`src/design/cchd_pkg.sv`:
```
// types and constants shared by the can command frame handler
package cchd_pkg;

  localparam int unsigned IdW       = 29;
  localparam int unsigned ByteW     = 8;
  localparam int unsigned WordW     = 32;
  localparam int unsigned NumBytes  = 8;
  localparam int unsigned NumCmpB   = 6;
  localparam int unsigned SumW      = 11;
  localparam int unsigned CntW      = 3;
  localparam int unsigned ChkW      = 16;
  localparam int unsigned CfgAddrW  = 3;
  localparam int unsigned CfgDataW  = 32;
  localparam int unsigned InDataW   = 96;
  localparam int unsigned OutDataW  = 80;
  localparam int unsigned KindW     = 2;

  localparam logic [CntW-1:0] MaxRepeat = 3'd3;

  localparam logic [ByteW-1:0] CharUpperA = 8'd65;
  localparam logic [ByteW-1:0] CharUpperZ = 8'd90;
  localparam logic [ByteW-1:0] CharF      = 8'h46;
  localparam logic [ByteW-1:0] CharR      = 8'h52;
  localparam logic [ByteW-1:0] CharO      = 8'h4f;
  localparam logic [ByteW-1:0] CharC      = 8'h43;
  localparam logic [ByteW-1:0] CharD      = 8'h44;
  localparam logic [ByteW-1:0] CharZero   = 8'd48;
  localparam logic [ByteW-1:0] CharThree  = 8'h33;
  localparam logic [ByteW-1:0] GpsTagA    = 8'h41;
  localparam logic [ByteW-1:0] GpsTagB    = 8'h42;

  typedef enum logic [2:0] {
    VM_IDLE,
    VM_RUNNING,
    VM_DOOR_OPEN,
    VM_DOOR_CLOSED,
    VM_DIAG,
    VM_STOP
  } vehicle_mode_e;

  typedef enum logic [KindW-1:0] {
    TX_NONE,
    TX_ACK,
    TX_TRIP
  } tx_kind_e;

  typedef enum logic [1:0] {
    TAG_NONE,
    TAG_A,
    TAG_B
  } tag_e;

  typedef enum logic [CfgAddrW-1:0] {
    CFG_COMMAND_ID,
    CFG_HEARTBEAT_ID,
    CFG_TRIP_ACK_ID,
    CFG_GPS_ID,
    CFG_TRIP_TX_ID
  } cfg_idx_e;

  typedef struct packed {
    logic [IdW-1:0] command_id;
    logic [IdW-1:0] heartbeat_id;
    logic [IdW-1:0] trip_ack_id;
    logic [IdW-1:0] gps_id;
    logic [IdW-1:0] trip_tx_id;
  } cfg_t;

  typedef struct packed {
    logic             mode;
    logic [IdW-1:0]   frame_id;
    logic [WordW-1:0] payload_low;
    logic [WordW-1:0] payload_high;
  } item_t;

  typedef struct packed {
    tx_kind_e         tx_kind;
    logic [WordW-1:0] tx_low;
    logic [WordW-1:0] tx_high;
    vehicle_mode_e    vehicle_mode;
    logic             running_flag;
    logic             diagnosis_flag;
    logic             status_clear;
    logic             trip_pending;
    logic             heartbeat_seen;
    tag_e             location_tag;
  } result_t;

endpackage

```
`src/design/cchd_eval.sv`:
```
// frame evaluation logic and vehicle state registers
module cchd_eval (
  input  logic              clk_i,
  input  logic              rst_ni,
  input  logic              en_i,
  input  cchd_pkg::cfg_t    cfg_i,
  input  cchd_pkg::item_t   item_i,
  output cchd_pkg::result_t result_o
);
  import cchd_pkg::*;

  logic [ByteW-1:0] prev_q [NumCmpB];
  logic [ByteW-1:0] prev_d [NumCmpB];
  vehicle_mode_e    vmode_q, vmode_d;
  logic             run_q, run_d;
  logic             diag_q, diag_d;
  logic             pend_q, pend_d;
  logic [ChkW-1:0]  trip_sum_q, trip_sum_d;
  tag_e             tag_q, tag_d;

  logic [ByteW-1:0] b [NumBytes];
  logic [SumW-1:0]  cmd_sum;
  logic [CntW-1:0]  same_cnt;
  logic [ChkW-1:0]  ack_sum;
  logic [ChkW-1:0]  trip_s;
  logic             is_upper, first_ok, third_ok;

  always_comb begin
    for (int i = 0; i < 4; i++) begin
      b[i]     = item_i.payload_low[ByteW*i +: ByteW];
      b[i + 4] = item_i.payload_high[ByteW*i +: ByteW];
    end
  end

  always_comb begin
    cmd_sum  = '0;
    same_cnt = '0;
    for (int i = 0; i < NumCmpB; i++) begin
      cmd_sum  = cmd_sum + SumW'(b[i]);
      same_cnt = same_cnt + CntW'(prev_q[i] == b[i]);
    end
  end

  assign ack_sum = ChkW'(cfg_i.command_id[7:0]) + ChkW'(cfg_i.command_id[15:8])
                 + ChkW'(cfg_i.command_id[23:16]) + ChkW'(cfg_i.command_id[28:24])
                 + ChkW'(cmd_sum[7:0]) + ChkW'(cmd_sum[SumW-1:8]);
  assign trip_s  = ChkW'(b[0]) + ChkW'(b[1]);

  assign is_upper = (b[0] >= CharUpperA) && (b[0] <= CharUpperZ);
  assign first_ok = (b[0] == CharF) || (b[0] == CharR) || (b[0] == CharO) || (b[0] == CharC);
  assign third_ok = (b[3] == CharF) || (b[3] == CharR) || (b[3] == CharZero);

  always_comb begin
    prev_d     = prev_q;
    vmode_d    = vmode_q;
    run_d      = run_q;
    diag_d     = diag_q;
    pend_d     = pend_q;
    trip_sum_d = trip_sum_q;
    tag_d      = tag_q;
    result_o   = '0;

    if (item_i.mode) begin
      trip_sum_d       = trip_s;
      result_o.tx_kind = TX_TRIP;
      result_o.tx_low  = {16'd0, b[1], b[0]};
      result_o.tx_high = {trip_s, 16'd0};
    end else if (item_i.frame_id == cfg_i.command_id) begin
      if (is_upper) begin
        if (first_ok && third_ok) begin
          pend_d = 1'b1;
          if (same_cnt <= MaxRepeat) begin
            if (ChkW'(cmd_sum) == {b[7], b[6]}) begin
              if ((b[0] == CharF) || (b[0] == CharR)) begin
                run_d   = 1'b1;
                vmode_d = VM_RUNNING;
              end else if (b[0] == CharO) begin
                vmode_d = VM_DOOR_OPEN;
              end else begin
                vmode_d = VM_DOOR_CLOSED;
              end
            end
            result_o.tx_kind = TX_ACK;
            result_o.tx_low  = WordW'(cfg_i.command_id);
            result_o.tx_high = {ack_sum, ChkW'(cmd_sum)};
          end
        end else if (b[0] == CharD) begin
          result_o.status_clear = 1'b1;
          vmode_d               = VM_DIAG;
          diag_d                = 1'b1;
        end
      end else if (b[0] == CharThree) begin
        vmode_d = VM_STOP;
      end
      for (int i = 0; i < NumCmpB; i++) begin
        prev_d[i] = b[i];
      end
    end else if (item_i.frame_id == cfg_i.heartbeat_id) begin
      result_o.heartbeat_seen = 1'b1;
    end else if (item_i.frame_id == cfg_i.trip_ack_id) begin
      if ((item_i.payload_low == WordW'(cfg_i.trip_tx_id)) &&
          ({b[5], b[4]} == trip_sum_q)) begin
        pend_d = 1'b0;
      end
    end else if (item_i.frame_id == cfg_i.gps_id) begin
      if (b[0] == GpsTagB) begin
        tag_d = TAG_B;
      end else if (b[0] == GpsTagA) begin
        tag_d = TAG_A;
      end
    end

    result_o.vehicle_mode   = vmode_d;
    result_o.running_flag   = run_d;
    result_o.diagnosis_flag = diag_d;
    result_o.trip_pending   = pend_d;
    result_o.location_tag   = tag_d;
  end

  always_ff @(posedge clk_i or negedge rst_ni) begin
    if (!rst_ni) begin
      for (int i = 0; i < NumCmpB; i++) begin
        prev_q[i] <= '0;
      end
      vmode_q    <= VM_IDLE;
      run_q      <= 1'b0;
      diag_q     <= 1'b0;
      pend_q     <= 1'b0;
      trip_sum_q <= '0;
      tag_q      <= TAG_NONE;
    end else if (en_i) begin
      prev_q     <= prev_d;
      vmode_q    <= vmode_d;
      run_q      <= run_d;
      diag_q     <= diag_d;
      pend_q     <= pend_d;
      trip_sum_q <= trip_sum_d;
      tag_q      <= tag_d;
    end
  end

endmodule

```
`src/design/can_command_frame_handler.sv`:
```
// can command frame handler top level: input register, evaluation, result register
//
//  channel  | direction | contents
//  s_axis   | in        | tuser mode; tdata frame_id, payload_low, payload_high
//  m_axis   | out       | tuser tx_kind; tdata tx bytes, vehicle state and flags
//  cfg      | in        | register index and 29-bit id value
//
// one transaction per cycle sustained while m_axis is ready; an accepted transaction passes
// the input register, then the result register, before its result can be taken.
// the evaluation logic is a single pass through the input register contents and
// the state registers.
// reset clears state, id registers and both valid flags; no clearing pass.
// a stalled m_axis holds the result while one more transaction waits in the input register.
module can_command_frame_handler (
  input  logic                            clk_i,
  input  logic                            rst_ni,
  input  logic                            s_axis_tvalid,
  output logic                            s_axis_tready,
  input  logic [cchd_pkg::InDataW-1:0]    s_axis_tdata,  // frame_id, payload_low, payload_high
  input  logic                            s_axis_tuser,  // mode
  output logic                            m_axis_tvalid,
  input  logic                            m_axis_tready,
  output logic [cchd_pkg::OutDataW-1:0]   m_axis_tdata,  // tx_low, tx_high, vehicle_mode,
                                                         // running_flag, diagnosis_flag,
                                                         // status_clear, trip_pending,
                                                         // heartbeat_seen, location_tag
  output logic [cchd_pkg::KindW-1:0]      m_axis_tuser,  // tx_kind
  input  logic                            cfg_valid_i,
  output logic                            cfg_ready_o,
  input  logic [cchd_pkg::CfgAddrW-1:0]   cfg_addr_i,
  input  logic [cchd_pkg::CfgDataW-1:0]   cfg_data_i
);
  import cchd_pkg::*;

  cfg_t    cfg_q;
  logic    in_valid_q;
  item_t   item_q;
  logic    out_valid_q;
  result_t result_q;
  result_t result_d;
  logic    advance;
  logic    s_fire;

  assign cfg_ready_o = 1'b1;

  always_ff @(posedge clk_i or negedge rst_ni) begin
    if (!rst_ni) begin
      cfg_q <= '0;
    end else if (cfg_valid_i) begin
      unique case (cfg_idx_e'(cfg_addr_i))
        CFG_COMMAND_ID:   cfg_q.command_id   <= cfg_data_i[IdW-1:0];
        CFG_HEARTBEAT_ID: cfg_q.heartbeat_id <= cfg_data_i[IdW-1:0];
        CFG_TRIP_ACK_ID:  cfg_q.trip_ack_id  <= cfg_data_i[IdW-1:0];
        CFG_GPS_ID:       cfg_q.gps_id       <= cfg_data_i[IdW-1:0];
        CFG_TRIP_TX_ID:   cfg_q.trip_tx_id   <= cfg_data_i[IdW-1:0];
        default: ;
      endcase
    end
  end

  assign advance       = in_valid_q && (!out_valid_q || m_axis_tready);
  assign s_axis_tready = !in_valid_q || advance;
  assign s_fire        = s_axis_tvalid && s_axis_tready;

  always_ff @(posedge clk_i or negedge rst_ni) begin
    if (!rst_ni) begin
      in_valid_q  <= 1'b0;
      out_valid_q <= 1'b0;
    end else begin
      if (s_fire) begin
        in_valid_q <= 1'b1;
      end else if (advance) begin
        in_valid_q <= 1'b0;
      end
      if (advance) begin
        out_valid_q <= 1'b1;
      end else if (m_axis_tready) begin
        out_valid_q <= 1'b0;
      end
    end
  end

  always_ff @(posedge clk_i) begin
    if (s_fire) begin
      item_q.mode         <= s_axis_tuser;
      item_q.frame_id     <= s_axis_tdata[IdW-1:0];
      item_q.payload_low  <= s_axis_tdata[IdW +: WordW];
      item_q.payload_high <= s_axis_tdata[IdW+WordW +: WordW];
    end
    if (advance) begin
      result_q <= result_d;
    end
  end

  cchd_eval u_eval (
    .clk_i    (clk_i),
    .rst_ni   (rst_ni),
    .en_i     (advance),
    .cfg_i    (cfg_q),
    .item_i   (item_q),
    .result_o (result_d)
  );

  assign m_axis_tvalid = out_valid_q;
  assign m_axis_tuser  = result_q.tx_kind;
  assign m_axis_tdata  = {6'd0,
                          result_q.location_tag,
                          result_q.heartbeat_seen,
                          result_q.trip_pending,
                          result_q.status_clear,
                          result_q.diagnosis_flag,
                          result_q.running_flag,
                          result_q.vehicle_mode,
                          result_q.tx_high,
                          result_q.tx_low};

endmodule

```
`config.mk`:
```
export PLATFORM = sky130hd
export DESIGN_NAME = can_command_frame_handler
export DESIGN_NICKNAME = d
export VERILOG_FILES = /design/src/design/cchd_pkg.sv /design/src/design/cchd_eval.sv /design/src/design/can_command_frame_handler.sv
export SDC_FILE = /design/constraint.sdc
export NUM_CORES = 1
export LEC_CHECK = 0
export BUFFER_PORTS_ARGS = -buffer_cell sky130_fd_sc_hd__buf_4
export CORE_AREA = 2 2 248 250
export CTS_CLUSTER_SIZE = 16
export DETAILED_ROUTE_END_ITERATION = 8
export DIE_AREA = 0 0 250 252
export PLACE_DENSITY_LB_ADDON = 0.12
export SLEW_MARGIN = 20
export SYNTH_ARGS = -nofsm -noshare
export SYNTH_HDL_FRONTEND = slang
export SYNTH_SLANG_ARGS = --single-unit
```
`constraint.sdc`:
```
create_clock -name clk_i -period 5.5 [get_ports clk_i]
set_input_delay 0.275 -clock clk_i [delete_from_list [all_inputs] [get_ports clk_i]]
set_output_delay 0.275 -clock clk_i [all_outputs]
set_load 0.01 [all_outputs]
```
==> results of run 1 <==
==> kinds of logic after synthesis <==
logic type                 after synthesis
AOI/OAI and AO/OA                      133
xor gates and xnor gates               238
adders and majority gates               96
muxes                                  187
other                                    2
and+or+nand+nor                        218
DFF                                    369
buffers and inverters                  162
==> registers in the layout (all words and copies together) (netlist names) <==
register / count
m_axis_tuser: 2
u_eval.prev_q: 48
u_eval.pend_q: 1
u_eval.run_q: 1
m_axis_tvalid: 1
u_eval.diag_q: 1
u_eval.trip_sum_q: 9
u_eval.vmode_q: 3
cfg_q: 145
in_valid_q: 1
m_axis_tdata: 61
item_q: 94
u_eval.tag_q: 2
==> routing by layer <==
layer,track usage (%),vias up
met4,5.03,0
met3,2.83,73
li1,-,5833
met1,27.3,6282
met2,32.6,298
met5,0,-
==> path summary, 6_finish.rpt <==
| kind | endpoint | depth (start not counted) |
|---|---|---|
| worst max register to register | m_axis_tdata[57]$_SDFFCE_PP0P_ | 24 |
| worst min register to register | u_eval.diag_q$_DFFE_PN0P_ | 1 |
| max in group asynchronous | cfg_q[49]$_DFFE_PN0P_ | 3 |
| min in group asynchronous | m_axis_tvalid$_DFFE_PN0P_ | 2 |
| worst max-delay path | m_axis_tdata[57]$_SDFFCE_PP0P_ | 24 |
| worst min-delay path | cfg_q[131]$_DFFE_PN0P_ | 2 |
==> power breakdown <==
| part | switching, W | internal, W |
|---|---|---|
| combinational | 0.00356 | 0.00410 |
| clock | 0.00122 | 0.00174 |
| sequential | 0.000307 | 0.00324 |
==> cells in the mapped netlist, types with 3 or more instances <==
cell / count
nand4_1: 31
o22ai_1: 6
and3_1: 9
and2_1: 3
inv_1: 107
xnor3_1: 3
clkbuf_1: 28
buf_1: 4
xnor2_1: 107
edfxtp_1: 157
buf_4: 20
nor2_1: 45
a22o_1: 18
a21oi_1: 27
a21o_1: 9
o21bai_1: 11
ha_1: 51
mux2_2: 187
nand2_1: 41
nand3_1: 7
fa_1: 45
nand2b_1: 10
nor3b_1: 3
a31oi_1: 5
xor2_1: 127
nor3_1: 14
nor4_1: 35
o21ai_0: 31
dfrtp_1: 212
==> layout make-up <==
cell class              count  area, sq um  area share, %
flip-flops and latches    369        10000           40.1
multi-input cells         892         8350           33.4
repair buffers            454         3740           15.0
clock buffers              71         1310           5.23
well taps                 782          978           3.92
inverters                 107          402           1.61
clock inverters            14          164          0.657
==> stage by stage <==
step	hold WS [ns]	TNS [ns]	instance area [sq um]	utilization [%]	setup WS (ns)
6_report	0.0281	-0.116	25000	41.5	-0.0766
5_1_grt	0.0147	-1.31	25000	41.5	-0.366
4_1_cts	0.00391	-0.386	24700	41.1	-0.140
3_5_place_dp	0.343	-0.825	21900	36.5	-0.241
3_3_place_gp	0.341	-0.528	21900	36.5	-0.175
2_1_floorplan	-0.0206	0	18700	-	0.0141
==> timing repair <==
item                                   CTS  global route
pin swaps                               14            20
gates cloned                             0             0
endpoints found under the hold margin  234             0
gates resized for setup                 22            42
hold buffers                           116             0
setup endpoints to repair                6             8
setup buffers                            7             7
==> critical path, stage by stage (launching register included) <==
cell,delay [ns]
edfxtp_1,0.43
inv_2,0.09
fa_1,0.43
fa_1,0.46
fa_1,0.51
inv_2,0.05
ha_4,0.15
fa_2,0.39
a21o_1,0.19
and3_4,0.18
o32ai_4,0.30
xnor2_2,0.17
fa_1,0.44
inv_1,0.07
ha_2,0.19
inv_2,0.04
fa_2,0.34
inv_2,0.06
a21oi_2,0.05
o21bai_1,0.19
a21o_1,0.14
a21o_1,0.15
a31oi_2,0.09
xnor2_1,0.14
nor2_1,0.05
==> metrics.cfg, run 1 <==
[synth]
synthSimpleGateAreaFrac_pct=6.26
async_reset_ff_share_pct=57.5
yosysSeqAreaShare_pct=53.9
avgSynthCellArea_sq_um=13.2
synth_top_family_by_area=XOR/XNOR gates
synth.area.mux_share_pct=11.3
ys_types=68
synth_cells=1405
synth_largest_area_cell=dfrtp_1
synth_adder_area_share_pct=8.27
synthXorXnorAreaFrac_pct=11.5
yosys.area.top_type_share_pct=28.5
ys_ff_latch=369
synth-compound-area-share_pct=4.94
synth_ff_type=dfrtp_1
synth_area_sq_mm=0.0186
synth-edff-count=157
yosysWarnings=0
synth_area_leaders=dfrtp_1 29%, edfxtp_1 25%, mux2_2 11%, xor2_1 6.0%, xnor2_1 5.0%

[die]
fp.dieArea_sq_mm=0.0630
fp.dieW_um=250
die_h_um=252
core-area_sq_mm=0.0601
rows=90
initial_core_util_pct=30.9
io_pins=222

[grt]
grt_pass1_vias=12900
globalRouteTotalUtil_pct=19.7
antenna_found_initial=1
grt_pass1_wl_um=89100
grt_max_degree=151
grt.overflow.total=0

[drt]
topRoutingLayerUsed=met4
wl_met3_um=2510
drtIter0Drc=684
wl_met2_um=29700
routed_wl_um=62400
vias=12500
dr.pass1.iters=5
route.detailed.drc=0
via_per_inst=4.64
ant_nets=0
wl_met1_um=28800
wl_per_cell_um=23.2

[finish]
drive_gt1_share_pct=34.8
mostFrequentLayoutCells=331 x buf_4, 212 x dfrtp_1, 187 x mux2_2, 157 x edfxtp_1, 126 x xor2_1
fin_nets=2103
fillCellCount=5761
final_common_cell=buf_4
antenna_cells=0
final_cell_count_no_fill=2689
area_delta_synth_final_pct=34.2

[power]
p_leak_nw=10.8
vdd_drop_max_uv=730
powerDensity_mw_per_mm2=567
p_total_w=0.0142

[critical_path]
crit_required_ns=5.82
cp-startpoint=item_q[9]$_DFFE_PP_
r2r-start=item_q[9]$_DFFE_PP_
critPathMaxFanout=3
cp-end-kind=register
start_kind=register
cp.arrival_ns=5.90
r2r_slack_ns=-0.08
crit_type=reg2reg

[placed_design]
io_buffers=195
place_congestion=0.893
dp_hpwl_um=47200
dp.cells=2475

[run_status]
outcome=finished, violations left
violations=negative setup slack

[cts]
clockRootBuffer=clkbuf_16
cts_made_buffers=46
cts_sinks=369
cts_tree=done
insertion_delay_ns=0.59
clk_pin_slew_ns=0.06
cts_buffer_depth=3
cts_max_level=2

[worst_hold_path]
hp-start=cfg_data_i[15]
min-delay-path-class=in2reg

[sta]
slew_headroom_pct=16.9
post-route-period-util_pct=101
worst_pin_slew_ns=1.23
slew_violations=0
hold_violations=0
max_freq_mhz=179
setup_violations=4
setup_ws_ns=-0.0766
period_minus_slack_ns=5.58
skew_ns=0.0195
rsz0062_at_grt=yes

[job]
max-cap-violations=0

Note: power is estimated with default switching activity, not from simulation.
==> run 2: changes to the inputs <==
--- a/config.mk
+++ b/config.mk
@@ -6,10 +6,11 @@
 export NUM_CORES = 1
 export LEC_CHECK = 0
 export BUFFER_PORTS_ARGS = -buffer_cell sky130_fd_sc_hd__buf_4
-export CORE_AREA = 2 2 248 250
+export CORE_AREA = 5 5 353 182
 export CTS_CLUSTER_SIZE = 16
 export DETAILED_ROUTE_END_ITERATION = 8
-export DIE_AREA = 0 0 250 252
+export DIE_AREA = 0 0 358 187
+export GPL_ROUTABILITY_DRIVEN = 0
 export PLACE_DENSITY_LB_ADDON = 0.12
 export SLEW_MARGIN = 20
 export SYNTH_ARGS = -nofsm -noshare
==> metrics.cfg, run 2 (synthesized netlist as in run 1, its figures left out) <==
[critical_path]
critPathMaxFanout=2
crit_type=reg2reg
cp.arrival_ns=5.94
crit_required_ns=5.78
r2r_slack_ns=-0.16
cp-end-kind=register
start_kind=register

[cts]
cts_buffer_depth=3
cts_made_buffers=38
cts_max_level=2
clockRootBuffer=clkbuf_16
insertion_delay_ns=0.56
clk_pin_slew_ns=0.07
cts_sinks=369
cts_tree=done

[drt]
ant_nets=0
route.detailed.drc=0
wl_per_cell_um=24.5
drtIter0Drc=895
via_per_inst=4.74
dr.pass1.iters=5
vias=12800
routed_wl_um=66300

[finish]
drive_gt1_share_pct=35.6
fillCellCount=5739
largest_register=cfg_q
fin_nets=2085
mostFrequentLayoutCells=330 x buf_4, 212 x dfrtp_1, 187 x mux2_2, 157 x edfxtp_1, 124 x xor2_1
largest_reg_flops=145
area_delta_synth_final_pct=33.3
final_common_cell=buf_4
antenna_cells=0

[grt]
globalRouteTotalUtil_pct=19.5
grt_pass1_vias=13100
grt_pass1_wl_um=94500
grt.overflow.total=0
grt_max_degree=125
antenna_found_initial=2

[sta]
worst_pin_slew_ns=1.09
setup_violations=4
slew_violations=0
skew_ns=0.0214
rsz0062_at_grt=yes
setup_ws_ns=-0.161
hold_violations=0
post-route-period-util_pct=103
period_minus_slack_ns=5.66
setup_tns_ns=-0.440
max_freq_mhz=177
slew_headroom_pct=26.4

[worst_hold_path]
min-delay-path-class=in2reg

[power]
p_leak_nw=10.7
powerDensity_mw_per_mm2=618
vdd_drop_max_uv=1070
p_total_w=0.0153

[placed_design]
place_ws_ns=-0.328
io_buffers=195
dp_hpwl_um=51000

[die]
io_pins=222
fp.dieArea_sq_mm=0.0669
rows=64
core-area_sq_mm=0.0605
die_h_um=187
fp.dieW_um=358
initial_core_util_pct=30.7

[job]
max-cap-violations=0

[run_status]
violations=negative setup slack
outcome=finished, violations left

## run 2: metal layers
metal | vias up | routed length (um) | track usage, %
met5 | - | 0 | 0
met4 | 0 | 664 | 2.42
met3 | 50 | 5200 | 4.94
met2 | 361 | 24400 | 24.4
met1 | 6616 | 36000 | 33.2
li1 | 5800 | - | -
## run 2: worst max-delay path, cell delays in order (launching register included)
cell and delay, ns:
edfxtp_1 0.35, inv_1 0.06, fa_1 0.59, fa_1 0.46, fa_1 0.52, inv_2 0.06
ha_4 0.16, fa_2 0.36, a21o_1 0.18, and3_4 0.19, o32ai_4 0.33, xnor2_2 0.18
fa_2 0.47, inv_2 0.07, ha_4 0.13, inv_2 0.03, fa_2 0.34, inv_2 0.06
a21oi_2 0.05, o21bai_1 0.18, a21o_1 0.16, a21o_1 0.16, buf_4 0.13, xnor2_2 0.10
o22ai_1 0.08
## run 2: cell type report
type	count	area [sq um]	share of cell area, %
Timing Repair Buffer	444	3640	14.7
Clock inverter	15	181	0.732
Clock buffer	54	1090	4.41
Inverter	107	403	1.63
Tap cell	825	1030	4.16
Sequential cell	369	10000	40.4
Multi-Input combinational cell	892	8420	34.0
## run 2: repair_timing
action	in CTS	in global routing
setup buffers	10	8
hold buffers	106	0
hold endpoints to repair	220	0
resized for setup	46	29
pin swaps	13	29
endpoints found under the setup margin	6	8
## run 2: final timing paths
check | to | from | cells past startpoint
max reg2reg | m_axis_tdata[55]$_DFFE_PP_ | item_q[1]$_DFFE_PP_ | 24
max | m_axis_tdata[55]$_DFFE_PP_ | item_q[1]$_DFFE_PP_ | 24
min | cfg_q[139]$_DFFE_PN0P_ | cfg_data_i[23] | 3
min in group asynchronous | u_eval.prev_q[5]$_DFFE_PN0P_ | rst_ni | 2
max in group asynchronous | cfg_q[21]$_DFFE_PN0P_ | rst_ni | 3
min reg2reg | u_eval.run_q$_DFFE_PN0P_ | u_eval.run_q$_DFFE_PN0P_ | 1
## run 2: report_power, final
part	internal (W)	switching, W
logic	0.00478	0.00424
clock network	0.00158	0.00116
registers	0.00323	0.000322
## run 2: through the flow
stage	cells	hold WS (ns)	area, sq um	util [%]
floorplan	1423	-0.0206	18700	-
CTS	2699	0.00528	24600	40.6
global route	2706	0.00987	24800	40.9
finish	2706	0.0292	24800	40.9
detailed placement	2514	0.429	21900	36.2
global placement	2514	0.429	21900	36.2
